===== config.mk =====
export PLATFORM = sky130hd
export DESIGN_NAME = serial_line_editor_flat
export DESIGN_NICKNAME = d
export VERILOG_FILES = /design/src/rtl/sle_pkg.sv /design/src/rtl/sle_in_if.sv /design/src/rtl/sle_out_if.sv /design/src/rtl/sle_ctrl.sv /design/src/rtl/sle_dp.sv /design/src/rtl/serial_line_editor.sv /design/src/flat_wrapper.sv
export SDC_FILE = /design/constraint.sdc
export NUM_CORES = 1
export LEC_CHECK = 0
export BUFFER_PORTS_ARGS = -buffer_cell sky130_fd_sc_hd__buf_2
export CORE_UTILIZATION = 56
export DETAILED_ROUTE_END_ITERATION = 8
export MAX_ROUTING_LAYER = met4
export PLACE_DENSITY = 0.75
export SETUP_SLACK_MARGIN = 0.2
export SLEW_MARGIN = 40
export SYNTH_ARGS = -nofsm -noshare
export SYNTH_HDL_FRONTEND = slang
export SYNTH_HIERARCHICAL = 1
export SYNTH_SLANG_ARGS = --single-unit

===== constraint.sdc =====
create_clock -name i_clk -period 2.9 [get_ports i_clk]
set_input_delay 0.435 -clock i_clk [delete_from_list [all_inputs] [get_ports i_clk]]
set_output_delay 0.435 -clock i_clk [all_outputs]
set_load 0.02 [all_outputs]

===== src/rtl/sle_pkg.sv =====
// Shared types and constants of the serial line editor.
`default_nettype none
package sle_pkg;

    localparam int FUNC_W     = 2;
    localparam int CHAR_W     = 8;
    localparam int CFG_IDX_W  = 2;
    localparam int CFG_DATA_W = 1;

    localparam logic [CHAR_W-1:0] CH_BEL    = 8'h07;
    localparam logic [CHAR_W-1:0] CH_BS     = 8'h08;
    localparam logic [CHAR_W-1:0] CH_LF     = 8'h0A;
    localparam logic [CHAR_W-1:0] CH_CR     = 8'h0D;
    localparam logic [CHAR_W-1:0] CH_SP     = 8'h20;
    localparam logic [CHAR_W-1:0] CH_PROMPT = 8'h3E;
    localparam logic [CHAR_W-1:0] CH_DEL    = 8'h7F;

    typedef enum logic [FUNC_W-1:0] {
        FN_CHAR = 2'd0,
        FN_TICK = 2'd1,
        FN_POLL = 2'd2
    } t_func;

    typedef enum logic [CFG_IDX_W-1:0] {
        CFG_KEY_MODE = 2'd0,
        CFG_ECHO     = 2'd1,
        CFG_MUTE     = 2'd2
    } t_cfg_idx;

    // Kind of result sequence that one input item produces.
    typedef enum logic [2:0] {
        SEQ_NONE,
        SEQ_CHAR,
        SEQ_BELL,
        SEQ_CRLF,
        SEQ_ERASE,
        SEQ_TICK
    } t_seq;

    typedef enum logic [1:0] {
        ST_IDLE,
        ST_READ,
        ST_EMIT
    } t_state;

    typedef struct packed {
        logic load;
        t_seq seq;
        logic wr_mem;
        logic len_inc;
        logic len_dec;
        logic line_clr;
        logic set_cmpl;
        logic hold_key;
        logic take_key;
        logic emit;
        logic idx_inc;
    } t_cmd;

    typedef struct packed {
        logic [FUNC_W-1:0] func;
        logic              is_cr;
        logic              is_erase;
        logic              len_zero;
        logic              len_full;
        logic              cmpl;
        logic              key_mode;
        logic              key_held;
        logic              echo;
        logic              mute;
        logic              slot_free;
        logic              last_item;
    } t_stat;

endpackage
`default_nettype wire


===== src/rtl/sle_in_if.sv =====
// Input channel of the serial line editor: function code and received byte.
`default_nettype none
interface sle_in_if import sle_pkg::*; ();
    logic              valid;
    logic              ready;
    logic [FUNC_W-1:0] func;
    logic [CHAR_W-1:0] rx_char;

    modport source (output valid, output func, output rx_char, input ready);
    modport sink   (input valid, input func, input rx_char, output ready);
endinterface
`default_nettype wire


===== src/rtl/sle_out_if.sv =====
// Output channel of the serial line editor: terminal, command and key results.
`default_nettype none
interface sle_out_if import sle_pkg::*; ();
    logic              valid;
    logic              ready;
    logic              term_valid;
    logic [CHAR_W-1:0] term_char;
    logic              cmd_valid;
    logic [CHAR_W-1:0] cmd_byte;
    logic              key_valid;
    logic [CHAR_W-1:0] key_char;
    logic              ready_res;
    logic              last;

    modport source (
        output valid, output term_valid, output term_char, output cmd_valid,
        output cmd_byte, output key_valid, output key_char, output ready_res,
        output last, input ready
    );
    modport sink (
        input valid, input term_valid, input term_char, input cmd_valid,
        input cmd_byte, input key_valid, input key_char, input ready_res,
        input last, output ready
    );
endinterface
`default_nettype wire


===== src/rtl/sle_ctrl.sv =====
// Controller state machine: decodes input items and sequences result items.
`default_nettype none
module sle_ctrl import sle_pkg::*; (
    input  wire        i_clk,
    input  wire        i_rst_n,
    input  wire        i_in_valid,
    output logic       o_in_ready,
    input  wire t_stat i_stat,
    output t_cmd       o_cmd
);

    t_state r_state;
    t_state n_state;

    always_ff @(posedge i_clk) begin
        if (!i_rst_n) begin
            r_state <= ST_IDLE;
        end else begin
            r_state <= n_state;
        end
    end

    always_comb begin
        n_state    = r_state;
        o_cmd      = '0;
        o_cmd.seq  = SEQ_NONE;
        o_in_ready = 1'b0;
        case (r_state)
            ST_IDLE: begin
                o_in_ready = 1'b1;
                if (i_in_valid) begin
                    o_cmd.load = 1'b1;
                    n_state    = ST_READ;
                    case (t_func'(i_stat.func))
                        FN_CHAR: begin
                            if (i_stat.key_mode) begin
                                o_cmd.hold_key = 1'b1;
                            end else if (!i_stat.cmpl) begin
                                if (i_stat.is_cr) begin
                                    o_cmd.set_cmpl = 1'b1;
                                    o_cmd.seq = i_stat.mute ? SEQ_NONE : SEQ_CRLF;
                                end else if (i_stat.is_erase) begin
                                    if (!i_stat.len_zero) begin
                                        o_cmd.len_dec = 1'b1;
                                        o_cmd.seq = i_stat.mute ? SEQ_NONE : SEQ_ERASE;
                                    end
                                end else if (!i_stat.len_full) begin
                                    o_cmd.wr_mem  = 1'b1;
                                    o_cmd.len_inc = 1'b1;
                                    o_cmd.seq = (i_stat.echo && !i_stat.mute) ?
                                                SEQ_CHAR : SEQ_NONE;
                                end else begin
                                    o_cmd.seq = i_stat.mute ? SEQ_NONE : SEQ_BELL;
                                end
                            end
                        end
                        FN_TICK: begin
                            if (!i_stat.key_mode && i_stat.cmpl) begin
                                o_cmd.line_clr = 1'b1;
                                o_cmd.seq      = SEQ_TICK;
                            end
                        end
                        FN_POLL: begin
                            o_cmd.take_key = i_stat.key_held;
                        end
                        default: begin
                        end
                    endcase
                end
            end
            ST_READ: begin
                n_state = ST_EMIT;
            end
            ST_EMIT: begin
                if (i_stat.slot_free) begin
                    o_cmd.emit = 1'b1;
                    if (i_stat.last_item) begin
                        n_state = ST_IDLE;
                    end else begin
                        o_cmd.idx_inc = 1'b1;
                        n_state       = ST_READ;
                    end
                end
            end
            default: begin
                n_state = ST_IDLE;
            end
        endcase
    end

endmodule
`default_nettype wire


===== src/rtl/sle_dp.sv =====
// Datapath: line store, line and key state, configuration and result register.
`default_nettype none
module sle_dp import sle_pkg::*; #(
    parameter int LINE_DEPTH = 64
) (
    input  wire                   i_clk,
    input  wire                   i_rst_n,
    input  wire                   i_cfg_we,
    input  wire [CFG_IDX_W-1:0]   i_cfg_idx,
    input  wire [CFG_DATA_W-1:0]  i_cfg_data,
    input  wire [FUNC_W-1:0]      i_func,
    input  wire [CHAR_W-1:0]      i_rx_char,
    input  wire t_cmd             i_cmd,
    output t_stat                 o_stat,
    sle_out_if.source             o_out
);

    localparam int AW = $clog2(LINE_DEPTH);

    logic [CHAR_W-1:0] mem [LINE_DEPTH];

    logic              r_key_mode;
    logic              r_echo;
    logic              r_mute;
    logic [AW-1:0]     r_len;
    logic              r_cmpl;
    logic              r_key_held;
    logic [CHAR_W-1:0] r_held;
    t_seq              r_seq;
    logic [AW-1:0]     r_idx;
    logic [AW-1:0]     r_last;
    logic [AW-1:0]     r_nb;
    logic [CHAR_W-1:0] r_char;
    logic              r_key_v;
    logic [CHAR_W-1:0] r_key_c;
    logic [CHAR_W-1:0] r_rd;

    logic              r_out_valid;
    logic              r_term_valid;
    logic [CHAR_W-1:0] r_term_char;
    logic              r_cmd_valid;
    logic [CHAR_W-1:0] r_cmd_byte;
    logic              r_key_valid;
    logic [CHAR_W-1:0] r_key_char;
    logic              r_ready_res;
    logic              r_last_flag;

    logic              n_term_valid;
    logic [CHAR_W-1:0] n_term_char;
    logic              n_cmd_valid;
    logic [CHAR_W-1:0] n_cmd_byte;
    logic              n_key_valid;
    logic [CHAR_W-1:0] n_key_char;
    logic [AW-1:0]     n_cnt;
    logic [AW-1:0]     tick_min;

    // Status toward the controller.
    always_comb begin
        o_stat.func      = i_func;
        o_stat.is_cr     = (i_rx_char == CH_CR);
        o_stat.is_erase  = (i_rx_char == CH_BS) || (i_rx_char == CH_DEL);
        o_stat.len_zero  = (r_len == '0);
        o_stat.len_full  = (r_len == AW'(LINE_DEPTH - 1));
        o_stat.cmpl      = r_cmpl;
        o_stat.key_mode  = r_key_mode;
        o_stat.key_held  = r_key_held;
        o_stat.echo      = r_echo;
        o_stat.mute      = r_mute;
        o_stat.slot_free = !r_out_valid || o_out.ready;
        o_stat.last_item = (r_idx == r_last);
    end

    // Number of result items of the sequence being loaded.
    always_comb begin
        tick_min = r_mute ? AW'(1) : AW'(2);
        case (i_cmd.seq)
            SEQ_CRLF:  n_cnt = AW'(2);
            SEQ_ERASE: n_cnt = AW'(3);
            SEQ_TICK:  n_cnt = (r_len > tick_min) ? r_len : tick_min;
            default:   n_cnt = AW'(1);
        endcase
    end

    // Line store: one write port at the line length, one registered read port.
    always_ff @(posedge i_clk) begin
        if (i_cmd.wr_mem) begin
            mem[r_len] <= i_rx_char;
        end
        r_rd <= mem[r_idx];
    end

    always_ff @(posedge i_clk) begin
        if (!i_rst_n) begin
            r_key_mode <= 1'b0;
            r_echo     <= 1'b1;
            r_mute     <= 1'b0;
            r_len      <= '0;
            r_cmpl     <= 1'b0;
            r_key_held <= 1'b0;
            r_held     <= '0;
            r_seq      <= SEQ_NONE;
            r_idx      <= '0;
            r_last     <= '0;
        end else begin
            if (i_cmd.load) begin
                r_seq   <= i_cmd.seq;
                r_idx   <= '0;
                r_last  <= n_cnt - AW'(1);
                r_nb    <= r_len;
                r_char  <= i_rx_char;
                r_key_v <= i_cmd.take_key;
                r_key_c <= i_cmd.take_key ? r_held : '0;
            end else if (i_cmd.idx_inc) begin
                r_idx <= r_idx + AW'(1);
            end
            if (i_cmd.len_inc) begin
                r_len <= r_len + AW'(1);
            end
            if (i_cmd.len_dec) begin
                r_len <= r_len - AW'(1);
            end
            if (i_cmd.set_cmpl) begin
                r_cmpl <= 1'b1;
            end
            if (i_cmd.line_clr) begin
                r_len  <= '0;
                r_cmpl <= 1'b0;
            end
            if (i_cmd.hold_key) begin
                r_key_held <= 1'b1;
                r_held     <= i_rx_char;
            end
            if (i_cmd.take_key) begin
                r_key_held <= 1'b0;
            end
            if (i_cfg_we) begin
                case (t_cfg_idx'(i_cfg_idx))
                    CFG_KEY_MODE: begin
                        r_key_mode <= i_cfg_data[0];
                        if (i_cfg_data[0]) begin
                            r_key_held <= 1'b0;
                        end else begin
                            r_len  <= '0;
                            r_cmpl <= 1'b0;
                        end
                    end
                    CFG_ECHO: r_echo <= i_cfg_data[0];
                    CFG_MUTE: r_mute <= i_cfg_data[0];
                    default: begin
                    end
                endcase
            end
        end
    end

    // Contents of the result item at the current sequence index.
    always_comb begin
        n_term_valid = 1'b0;
        n_term_char  = '0;
        n_cmd_valid  = 1'b0;
        n_cmd_byte   = '0;
        n_key_valid  = 1'b0;
        n_key_char   = '0;
        case (r_seq)
            SEQ_NONE: begin
                n_key_valid = r_key_v;
                n_key_char  = r_key_c;
            end
            SEQ_CHAR: begin
                n_term_valid = 1'b1;
                n_term_char  = r_char;
            end
            SEQ_BELL: begin
                n_term_valid = 1'b1;
                n_term_char  = CH_BEL;
            end
            SEQ_CRLF: begin
                n_term_valid = 1'b1;
                n_term_char  = (r_idx == '0) ? CH_CR : CH_LF;
            end
            SEQ_ERASE: begin
                n_term_valid = 1'b1;
                n_term_char  = (r_idx == AW'(1)) ? CH_SP : CH_BS;
            end
            SEQ_TICK: begin
                if (!r_mute && (r_idx < AW'(2))) begin
                    n_term_valid = 1'b1;
                    n_term_char  = (r_idx == '0) ? CH_PROMPT : CH_SP;
                end
                if (r_idx < r_nb) begin
                    n_cmd_valid = 1'b1;
                    n_cmd_byte  = r_rd;
                end
            end
            default: begin
            end
        endcase
    end

    // Result register.
    always_ff @(posedge i_clk) begin
        if (!i_rst_n) begin
            r_out_valid <= 1'b0;
        end else if (i_cmd.emit) begin
            r_out_valid <= 1'b1;
        end else if (o_out.ready) begin
            r_out_valid <= 1'b0;
        end
    end

    always_ff @(posedge i_clk) begin
        if (i_cmd.emit) begin
            r_term_valid <= n_term_valid;
            r_term_char  <= n_term_char;
            r_cmd_valid  <= n_cmd_valid;
            r_cmd_byte   <= n_cmd_byte;
            r_key_valid  <= n_key_valid;
            r_key_char   <= n_key_char;
            r_ready_res  <= r_key_mode || !r_cmpl;
            r_last_flag  <= (r_idx == r_last);
        end
    end

    assign o_out.valid      = r_out_valid;
    assign o_out.term_valid = r_term_valid;
    assign o_out.term_char  = r_term_char;
    assign o_out.cmd_valid  = r_cmd_valid;
    assign o_out.cmd_byte   = r_cmd_byte;
    assign o_out.key_valid  = r_key_valid;
    assign o_out.key_char   = r_key_char;
    assign o_out.ready_res  = r_ready_res;
    assign o_out.last       = r_last_flag;

`ifndef SYNTHESIS
    a_len_bound: assert property (@(posedge i_clk) disable iff (!i_rst_n)
        r_len <= AW'(LINE_DEPTH - 1))
        else $error("line length beyond buffer capacity");

    a_idx_bound: assert property (@(posedge i_clk) disable iff (!i_rst_n)
        r_idx <= r_last)
        else $error("sequence index ran past the last item");

    a_cmd_from_tick: assert property (@(posedge i_clk) disable iff (!i_rst_n)
        i_cmd.emit && n_cmd_valid |-> r_seq == SEQ_TICK)
        else $error("command byte outside a line transfer");

    a_key_alone: assert property (@(posedge i_clk) disable iff (!i_rst_n)
        i_cmd.emit && n_key_valid |-> !n_term_valid && !n_cmd_valid && r_last == '0)
        else $error("key delivery mixed with other results");
`endif

endmodule
`default_nettype wire


===== src/rtl/serial_line_editor.sv =====
// Top level of the serial line editor: controller and datapath.
//
// Usage: the input channel carries one item per received character, tick or
// key poll (func 0, 1, 2; code 3 is ignored). The output channel carries the
// result items of each input, the final one marked by last. Every input gives
// at least one result item; a tick that releases a completed line gives one
// item per line byte, with the prompt "> " riding on the first two items, so
// a shorter line still gives two items unless output is muted.
// Configuration registers (key mode, echo, mute) are written through the plain
// write port; the user must do so only while the block is idle, as the block
// itself does not enforce it. Results of an input are produced one after
// another: each passes through the registered read port of the line store,
// then into the result register.
// Reset returns to line mode with echo on and output unmuted, an empty line,
// no completed line and no held key. The line store contents are not cleared.
// When the receiver stalls, the result register holds its item and the
// sequencer waits; a new input is accepted only after the last result of the
// previous input has been loaded into the result register.
`default_nettype none
module serial_line_editor import sle_pkg::*; #(
    parameter int LINE_DEPTH = 64
) (
    input  wire                  i_clk,
    input  wire                  i_rst_n,
    input  wire                  i_cfg_we,
    input  wire [CFG_IDX_W-1:0]  i_cfg_idx,
    input  wire [CFG_DATA_W-1:0] i_cfg_data,
    sle_in_if.sink               i_in,
    sle_out_if.source            o_out
);

    t_cmd  cmd;
    t_stat stat;

    // Decodes each accepted item and steps through its result sequence.
    sle_ctrl u_ctrl (
        .i_clk      (i_clk),
        .i_rst_n    (i_rst_n),
        .i_in_valid (i_in.valid),
        .o_in_ready (i_in.ready),
        .i_stat     (stat),
        .o_cmd      (cmd)
    );

    // Holds the line, the key, the configuration and the result register.
    sle_dp #(
        .LINE_DEPTH (LINE_DEPTH)
    ) u_dp (
        .i_clk      (i_clk),
        .i_rst_n    (i_rst_n),
        .i_cfg_we   (i_cfg_we),
        .i_cfg_idx  (i_cfg_idx),
        .i_cfg_data (i_cfg_data),
        .i_func     (i_in.func),
        .i_rx_char  (i_in.rx_char),
        .i_cmd      (cmd),
        .o_stat     (stat),
        .o_out      (o_out)
    );

endmodule
`default_nettype wire


===== src/flat_wrapper.sv =====
// flat-port wrapper written by rule: the top's interface ports become plain ports
module serial_line_editor_flat import sle_pkg::*;
#(
    parameter int LINE_DEPTH = 64
)
  (i_clk, i_rst_n, i_cfg_we, i_cfg_idx, i_cfg_data, i_in_valid, i_in_func, i_in_rx_char, i_in_ready, o_out_valid, o_out_term_valid, o_out_term_char, o_out_cmd_valid, o_out_cmd_byte, o_out_key_valid, o_out_key_char, o_out_ready_res, o_out_last, o_out_ready);
  sle_in_if i_in_i ();
  sle_out_if o_out_i ();
  input  wire i_clk;
  input  wire i_rst_n;
  input  wire i_cfg_we;
  input  wire [CFG_IDX_W-1:0] i_cfg_idx;
  input  wire [CFG_DATA_W-1:0] i_cfg_data;
  input wire logic [$bits(i_in_i.valid)-1:0] i_in_valid;
  input wire logic [$bits(i_in_i.func)-1:0] i_in_func;
  input wire logic [$bits(i_in_i.rx_char)-1:0] i_in_rx_char;
  output wire logic [$bits(i_in_i.ready)-1:0] i_in_ready;
  output wire logic [$bits(o_out_i.valid)-1:0] o_out_valid;
  output wire logic [$bits(o_out_i.term_valid)-1:0] o_out_term_valid;
  output wire logic [$bits(o_out_i.term_char)-1:0] o_out_term_char;
  output wire logic [$bits(o_out_i.cmd_valid)-1:0] o_out_cmd_valid;
  output wire logic [$bits(o_out_i.cmd_byte)-1:0] o_out_cmd_byte;
  output wire logic [$bits(o_out_i.key_valid)-1:0] o_out_key_valid;
  output wire logic [$bits(o_out_i.key_char)-1:0] o_out_key_char;
  output wire logic [$bits(o_out_i.ready_res)-1:0] o_out_ready_res;
  output wire logic [$bits(o_out_i.last)-1:0] o_out_last;
  input wire logic [$bits(o_out_i.ready)-1:0] o_out_ready;
  assign i_in_i.valid = i_in_valid;
  assign i_in_i.func = i_in_func;
  assign i_in_i.rx_char = i_in_rx_char;
  assign i_in_ready = i_in_i.ready;
  assign o_out_valid = o_out_i.valid;
  assign o_out_term_valid = o_out_i.term_valid;
  assign o_out_term_char = o_out_i.term_char;
  assign o_out_cmd_valid = o_out_i.cmd_valid;
  assign o_out_cmd_byte = o_out_i.cmd_byte;
  assign o_out_key_valid = o_out_i.key_valid;
  assign o_out_key_char = o_out_i.key_char;
  assign o_out_ready_res = o_out_i.ready_res;
  assign o_out_last = o_out_i.last;
  assign o_out_i.ready = o_out_ready;
  serial_line_editor #(.LINE_DEPTH(LINE_DEPTH)) u_core (.i_clk(i_clk), .i_rst_n(i_rst_n), .i_cfg_we(i_cfg_we), .i_cfg_idx(i_cfg_idx), .i_cfg_data(i_cfg_data), .i_in(i_in_i), .o_out(o_out_i));
endmodule

==> summary.md, run 1 <==
| Metric | Value |
|---|---|
| CTS tree | `done` |
| Routability Congestion | `0.854` |
| TritonCTS buffer count | `59` |
| Critical R2R Launch | `u_core/u_dp/r_len[3]` |
| Nets | `1,565` |
| Critical path endpoint | `u_core/u_dp/r_last[4]` |
| CP Capture Type | `register` |
| Clock latency on the worst-skew pair | `610 ps` |
| CP startpoint | `i_in_rx_char[6]` |
| Vias in the first global route | `13,100` |
| Hold Fails Final Rpt | `0` |
| RSZ-0062 raised after global routing | `yes` |
| WL per Instance | `25.3 µm` |
| Core area | `0.0424 mm²` |
| Die Area | `0.0442 mm²` |
| Run status | `finished clean` |
| CP Max Fanout | `3` |
| First-pass GRT wire length | `81,900 µm` |
| H-tree Lvls | `2` |
| Syn Nets | `1,376` |
| Final ANT Viol Nets | `0` |
| R2R setup slack | `20 ps` |
| EDFF count, synth | `564` |
| Hold_buf cts | `0` |
| Max-cap viol count | `0` |
| CTS Buffer Depth | `3` |
| Chip Width | `210 µm` |
| P per Cell Area | `623 mW/mm²` |
| Final instance area | `0.0285 mm²` |
| Number of inserted diodes | `0` |
| Vias | `13,300` |
| Type of origin of the critical path | `primary input` |
| Syn Area/Cell | `18.1 µm²` |
| Crit path arrival time | `3390 ps` |
| Setup tns final | `0 ps` |
| WS Path Type | `in -> reg` |
| Yosys reg bits | `609` |
| Buffers on Ports | `48` |
| Area grow syn2layout | `17.2%` |
| Ys async rst share | `0` |
| YS warnings | `6` |
| Drt pass-1 iters | `5` |
| Hold_sp | `i_rst_n` |
| I/O pin count | `49` |
| Unique masters post-synth | `60` |
| FMAX | `0.346 GHz` |
| Min Tclk post-route | `2890 ps` |
| Final wirelength | `54,500 µm` |
| Fraction of layout cells with a size suffix above 1 | `0.309` |
| Worst Tran Pin Value | `852 ps` |
| Leakage power | `9.17 nW` |
| Type of the worst min-delay path | `in -> reg` |
| Ys flop type | `edfxtp_1` |
| Rows | `75` |
| R2r endpoint | `u_core/u_dp/r_last[4]` |
| Antenna violations before repair | `1` |
| Final setup viols | `0` |
| R2R cell count | `14` |
| Number of remaining DRC errors | `0` |
| Post-synthesis sequential area ratio | `0.734` |
| Number of DRC markers in iteration 0 | `1,407` |
| Die Y-Extent | `210 µm` |
| Core Util, Final | `0.672` |
| Peak VDD IR | `0.000438 V` |
| Syn Inst Count | `1,344` |
| CTS root buffer | `clkbuf_16` |
| Clock slew at reported path FFs | `60 ps` |
| Pin count of the biggest net entering global routing | `67` |
| Post-Route Skew | `24.3 ps` |
| Max transition margin | `0.431` |
| Total power | `17.8 mW` |
| Fill count | `2,774` |
| GRT Total Usage | `0.261` |
| Max Slew Vio Count | `0` |
| Post-DP Area | `0.0263 mm²` |
| Leading cell types in the layout, fill and taps excluded | `564 x edfxtp_1, 136 x buf_4, 115 x mux4_2` |
| DR vias/cell | `6.15` |
| Final period utilization | `0.997` |
| CTS Sinks | `609` |
| Initial Util | `0.573` |
| Hpwl dp | `34,700 µm` |
| Synthesized cell area | `0.0243 mm²` |
| Req. time, crit path | `3400 ps` |
| Final Non-Filler Cells | `2,158` |
| Total grt overflow | `0` |
| Placed Cells | `2,038` |
| Commonest non-fill, non-tap cell in the layout | `edfxtp_1` |
-- where the power goes --
part           leakage (nW)  internal [mW]  switching (mW)
Clock                 0.952           4.54            3.14
Sequential             5.46           9.62          0.0184
Combinational          2.76          0.133           0.290
-- timing repair --
| item | in CTS | in global routing |
|---|---|---|
| buffers inserted | 0 | 11 |
| hold endpoints to repair | 0 | 0 |
| endpoints found under the setup margin | 10 | 144 |
| gates resized for setup | 2 | 33 |
| pin swaps | 0 | 6 |
-- synth_stat cells (11+ instances only) --
cell      count  area (µm²)
a21oi_1      28         140
a22oi_1      28         210
and2_1       24         150
buf_2        18        90.1
buf_4        17         128
clkbuf_1     27         101
dfxtp_1      45         901
edfxtp_1    564       16900
ha_1         14         175
inv_1        17        63.8
mux2i_1      36         360
mux4_2      115        2590
nand2_1      49         184
nand3_1      22         110
nor2_1      127         477
nor2b_1      20         125
o21ai_0      11        55.1
o22ai_1      22         138
-- critical path: stages --
cell      delay [ps]
buf_8            100
nor4_4           390
nand2_1          140
o32ai_2          270
or3b_1           400
nand3b_1         190
a211oi_2         270
buf_4            190
nor2b_4           40
a31oi_2          150
nor2b_1           70
ha_2             190
buf_4            130
a32o_1           220
mux2i_1          140
nor2_1            50
-- cell type report --
type	count	area [µm²]	area share
repair buffers	205	1690	0.0593
clock inverters	26	302	0.0106
inverters	18	67.6	0.00237
well taps	577	722	0.0253
clock buffers	83	1640	0.0575
multi-input cells	640	6230	0.219
flip-flops and latches	609	17800	0.626
-- cells by family (layout without fill, tap and decap cells) --
kind of cell | Yosys count | in the layout | share of synthesized area
DFF | 609 | 609 | 0.734
buffers and inverters | 95 | 332 | 0.0214
adders and majority gates | 14 | 14 | 0.00721
xor gates and xnor gates | 17 | 17 | 0.00613
muxes | 160 | 160 | 0.129
and+or+nand+nor | 315 | 315 | 0.0649
AOI/OAI and AO/OA | 134 | 134 | 0.0377
-- flip-flops by register name (all words and copies together) (netlist names), 2 cells and up --
signal,cells
u_core/u_dp/r_nb,6
u_core/u_dp/o_out.cmd_byte,8
u_core/u_dp/r_char,8
u_core/u_dp/r_key_c,8
u_core/u_dp/o_out.term_char,8
u_core/u_dp/r_len,6
u_core/u_dp/r_seq,3
u_core/u_ctrl/r_state,2
u_core/u_dp/r_idx,6
u_core/u_dp/o_out.key_char,8
u_core/u_dp/r_last,6
u_core/u_dp/mem,512
u_core/u_dp/r_held,8
u_core/u_dp/r_rd,8
-- worst min path at each step --
stage                        endpoint  slack, ps  cells past startpoint
2_1_floorplan     u_core/u_dp/r_nb[2]        410                      0
3_3_place_gp    u_core/u_dp/r_held[4]        460                      2
3_5_place_dp   u_core/u_dp/r_key_held        470                      2
4_1_cts            u_core/u_dp/r_echo         80                      2
5_1_grt            u_core/u_dp/r_echo        120                      2
6_report           u_core/u_dp/r_echo        110                      2
-- per-layer routing --
layer | up-vias | global-route usage | wire length [µm]
li1 | 5745 | - | -
met1 | 6794 | 0.360 | 21900
met2 | 646 | 0.407 | 26500
met3 | 94 | 0.0383 | 4510
met4 | 0 | 0.0871 | 1520
met5 | - | - | 0
-- per-stage QoR --
stage                     hold WS [ps]  setup slack, ps
after floorplan                    406             -104
after global placement             463             -476
after detailed placement           468             -579
after CTS                         83.4             52.4
after global routing               117             -119
final                              106             8.37
(Power assumes the default switching activity.)
==> inputs of run 2 (changes only) <==
--- a/config.mk
+++ b/config.mk
@@ -10,6 +10,7 @@
 export DETAILED_ROUTE_END_ITERATION = 8
 export MAX_ROUTING_LAYER = met4
 export PLACE_DENSITY = 0.75
+export REMOVE_ABC_BUFFERS = 1
 export SETUP_SLACK_MARGIN = 0.2
 export SLEW_MARGIN = 40
 export SYNTH_ARGS = -nofsm -noshare
==> run 2 against run 1 <==
Against the previous run: via count fell by 1.3%; clock skew rose by 1.2 ps; first-iteration DRC count rose by 1.1%; highest routed layer unchanged; clock power fell by 6.4%; core utilization fell by 1.4 points; worst hold slack improved by 3.3 ps.
==> summary.md, run 2 (synthesized netlist as in run 1, its figures left out) <==
| Metric | Value |
|---|---|
| Run status | `finished clean` |
| Leakage power | `8.81 nW` |
| Type of origin of the critical path | `primary input` |
| Post-DP Area | `0.0257 mm²` |
| Final Non-Filler Cells | `2,104` |
| Nets | `1,512` |
| Post-Route Skew | `25.5 ps` |
| Cell count along the critical path | `15` |
| Min Tclk post-route | `2840 ps` |
| Number of DRC markers in iteration 0 | `1,423` |
| Setup WS post-layout | `59.6 ps` |
| Largest register FFs | `512` |
| Req. time, crit path | `3400 ps` |
| CTS Sinks | `609` |
| CP Capture Type | `register` |
| Final ANT Viol Nets | `0` |
| CTS tree | `done` |
| Final wirelength | `54,100 µm` |
| Max-cap viol count | `0` |
| Rows | `75` |
| Routability Congestion | `0.875` |
| WHS Path Cells | `3` |
| FMAX | `0.352 GHz` |
| Vias | `13,100` |
| Commonest non-fill, non-tap cell in the layout | `edfxtp_1` |
| Core area | `0.0424 mm²` |
| GRT Total Usage | `0.258` |
| Core Util, Final | `0.658` |
| Hold_buf cts | `0` |
| Initial Util | `0.573` |
| DR vias/cell | `6.23` |
| Placed Cells | `1,986` |
| P per Cell Area | `619 mW/mm²` |
| Die Area | `0.0442 mm²` |
| Crit path buf inv count | `1` |
| First-pass GRT wire length | `80,300 µm` |
| Crit-path cells | `buf_12 -> nor4_4 -> nand2_2 -> o32ai_4 -> or3b_4 -> nand3b_1 -> a211oi_2 -> nor2b_4 -> a31oi_4 -> nor2b_1 -> ha_2 -> nand2_1 -> a32o_1 -> mux2i_1 -> nor2_1` |
| Final setup viols | `0` |
| Slowest Stage Delay on Critical Path | `430 ps` |
| Hold Fails Final Rpt | `0` |
| Type of the worst min-delay path | `in -> reg` |
| WS Path Type | `in -> reg` |
| I/O pin count | `49` |
| CTS root buffer | `clkbuf_16` |
| Final instance area | `0.0279 mm²` |
| Area grow syn2layout | `14.8%` |
| Clock latency on the worst-skew pair | `620 ps` |
| Slowest-stage cell, CP | `or3b_4` |
| Number of remaining DRC errors | `0` |
| Hold Slack | `109 ps` |
| R2R cell count | `14` |
| Antenna violations before repair | `3` |
| H-tree Lvls | `2` |
| Die Y-Extent | `210 µm` |
| CTS Buffer Depth | `3` |
| Top reg by flops | `u_core/u_dp/mem` |
| WL per Instance | `25.7 µm` |
| Total grt overflow | `0` |
| Worst Tran Pin Value | `843 ps` |
| CP top delay family | `simple AND/OR/NAND/NOR gates` |
| Vias in the first global route | `13,000` |
| Max transition margin | `0.438` |
| CP Max Fanout | `3` |
| Fraction of layout cells with a size suffix above 1 | `0.292` |
| Leading cell types in the layout, fill and taps excluded | `564 x edfxtp_1, 115 x mux4_2, 92 x buf_4` |
| Clock slew at reported path FFs | `60 ps` |
| TritonCTS buffer count | `57` |
| Chip Width | `210 µm` |
| Crit path arrival time | `3340 ps` |
| Pin count of the biggest net entering global routing | `67` |
| Max Slew Vio Count | `0` |
| Peak VDD IR | `0.000516 V` |
| RSZ-0062 raised after global routing | `yes` |
| Hpwl dp | `33,100 µm` |
| Drt pass-1 iters | `5` |
| Buffers on Ports | `48` |
| Final period utilization | `0.979` |
| Number of inserted diodes | `0` |
| Pre-CTS setup slack | `-945 ps` |
==> run 2: repair_timing <==
action / in CTS / in global routing
gates resized for setup: 46 / 36
pin swaps: 3 / 15
endpoints found under the setup margin: 429 / 443
buffers inserted: 1 / 11
==> run 2: worst reg2reg max path, stage by stage (launching register included) <==
cell	delay [ps]
dfxtp_1	330
inv_1	60
ha_1	160
and2_1	130
or3b_4	390
nand3b_1	180
a211oi_2	290
nor2b_4	230
a31oi_4	90
nor2b_1	160
ha_2	220
nand2_1	50
a32o_1	220
mux2i_1	130
nor2_1	50
==> run 2: metrics by stage <==
stage	total power, mW	TNS, ps
after floorplan	9.99	-342680
after global placement	10.2	-133500
after detailed placement	10.2	-169300
after CTS	17.4	0
after global routing	17.7	-10.3
final	17.3	0
==> run 2: per-layer routing <==
metal / wire (µm) / track usage / share of wire
met1: 21300 / 0.337 / 0.39
met3: 4420 / 0.0453 / 0.082
met4: 1490 / 0.0833 / 0.028
met5: 0 / - / 0
met2: 26900 / 0.415 / 0.50
==> run 2: final timing paths <==
path / slack, ps / from / to
max: 60 / i_in_rx_char[1] / u_core/u_dp/r_last[4]
min: 110 / i_cfg_data / u_core/u_dp/r_mute
min reg2reg: 480 / u_core/u_dp/r_held[5] / u_core/u_dp/r_held[5]
max reg2reg: 90 / u_core/u_dp/r_len[1] / u_core/u_dp/r_last[4]
==> run 2: final cells by class <==
type                            instances  area, µm²
Fill cell                            2757      14500
Timing Repair Buffer                  154       1240
Clock buffer                           72       1500
Multi-Input combinational cell        640       6220
Clock inverter                         34        310
Inverter                               18       67.6
Sequential cell                       609      17800
Tap cell                              577        722
==> run 2: power by group <==
| part | switching, mW | internal, mW |
|---|---|---|
| registers | 0.0177 | 9.62 |
| clock network | 3.15 | 4.05 |
| logic | 0.295 | 0.133 |
| total | 3.47 | 13.8 |
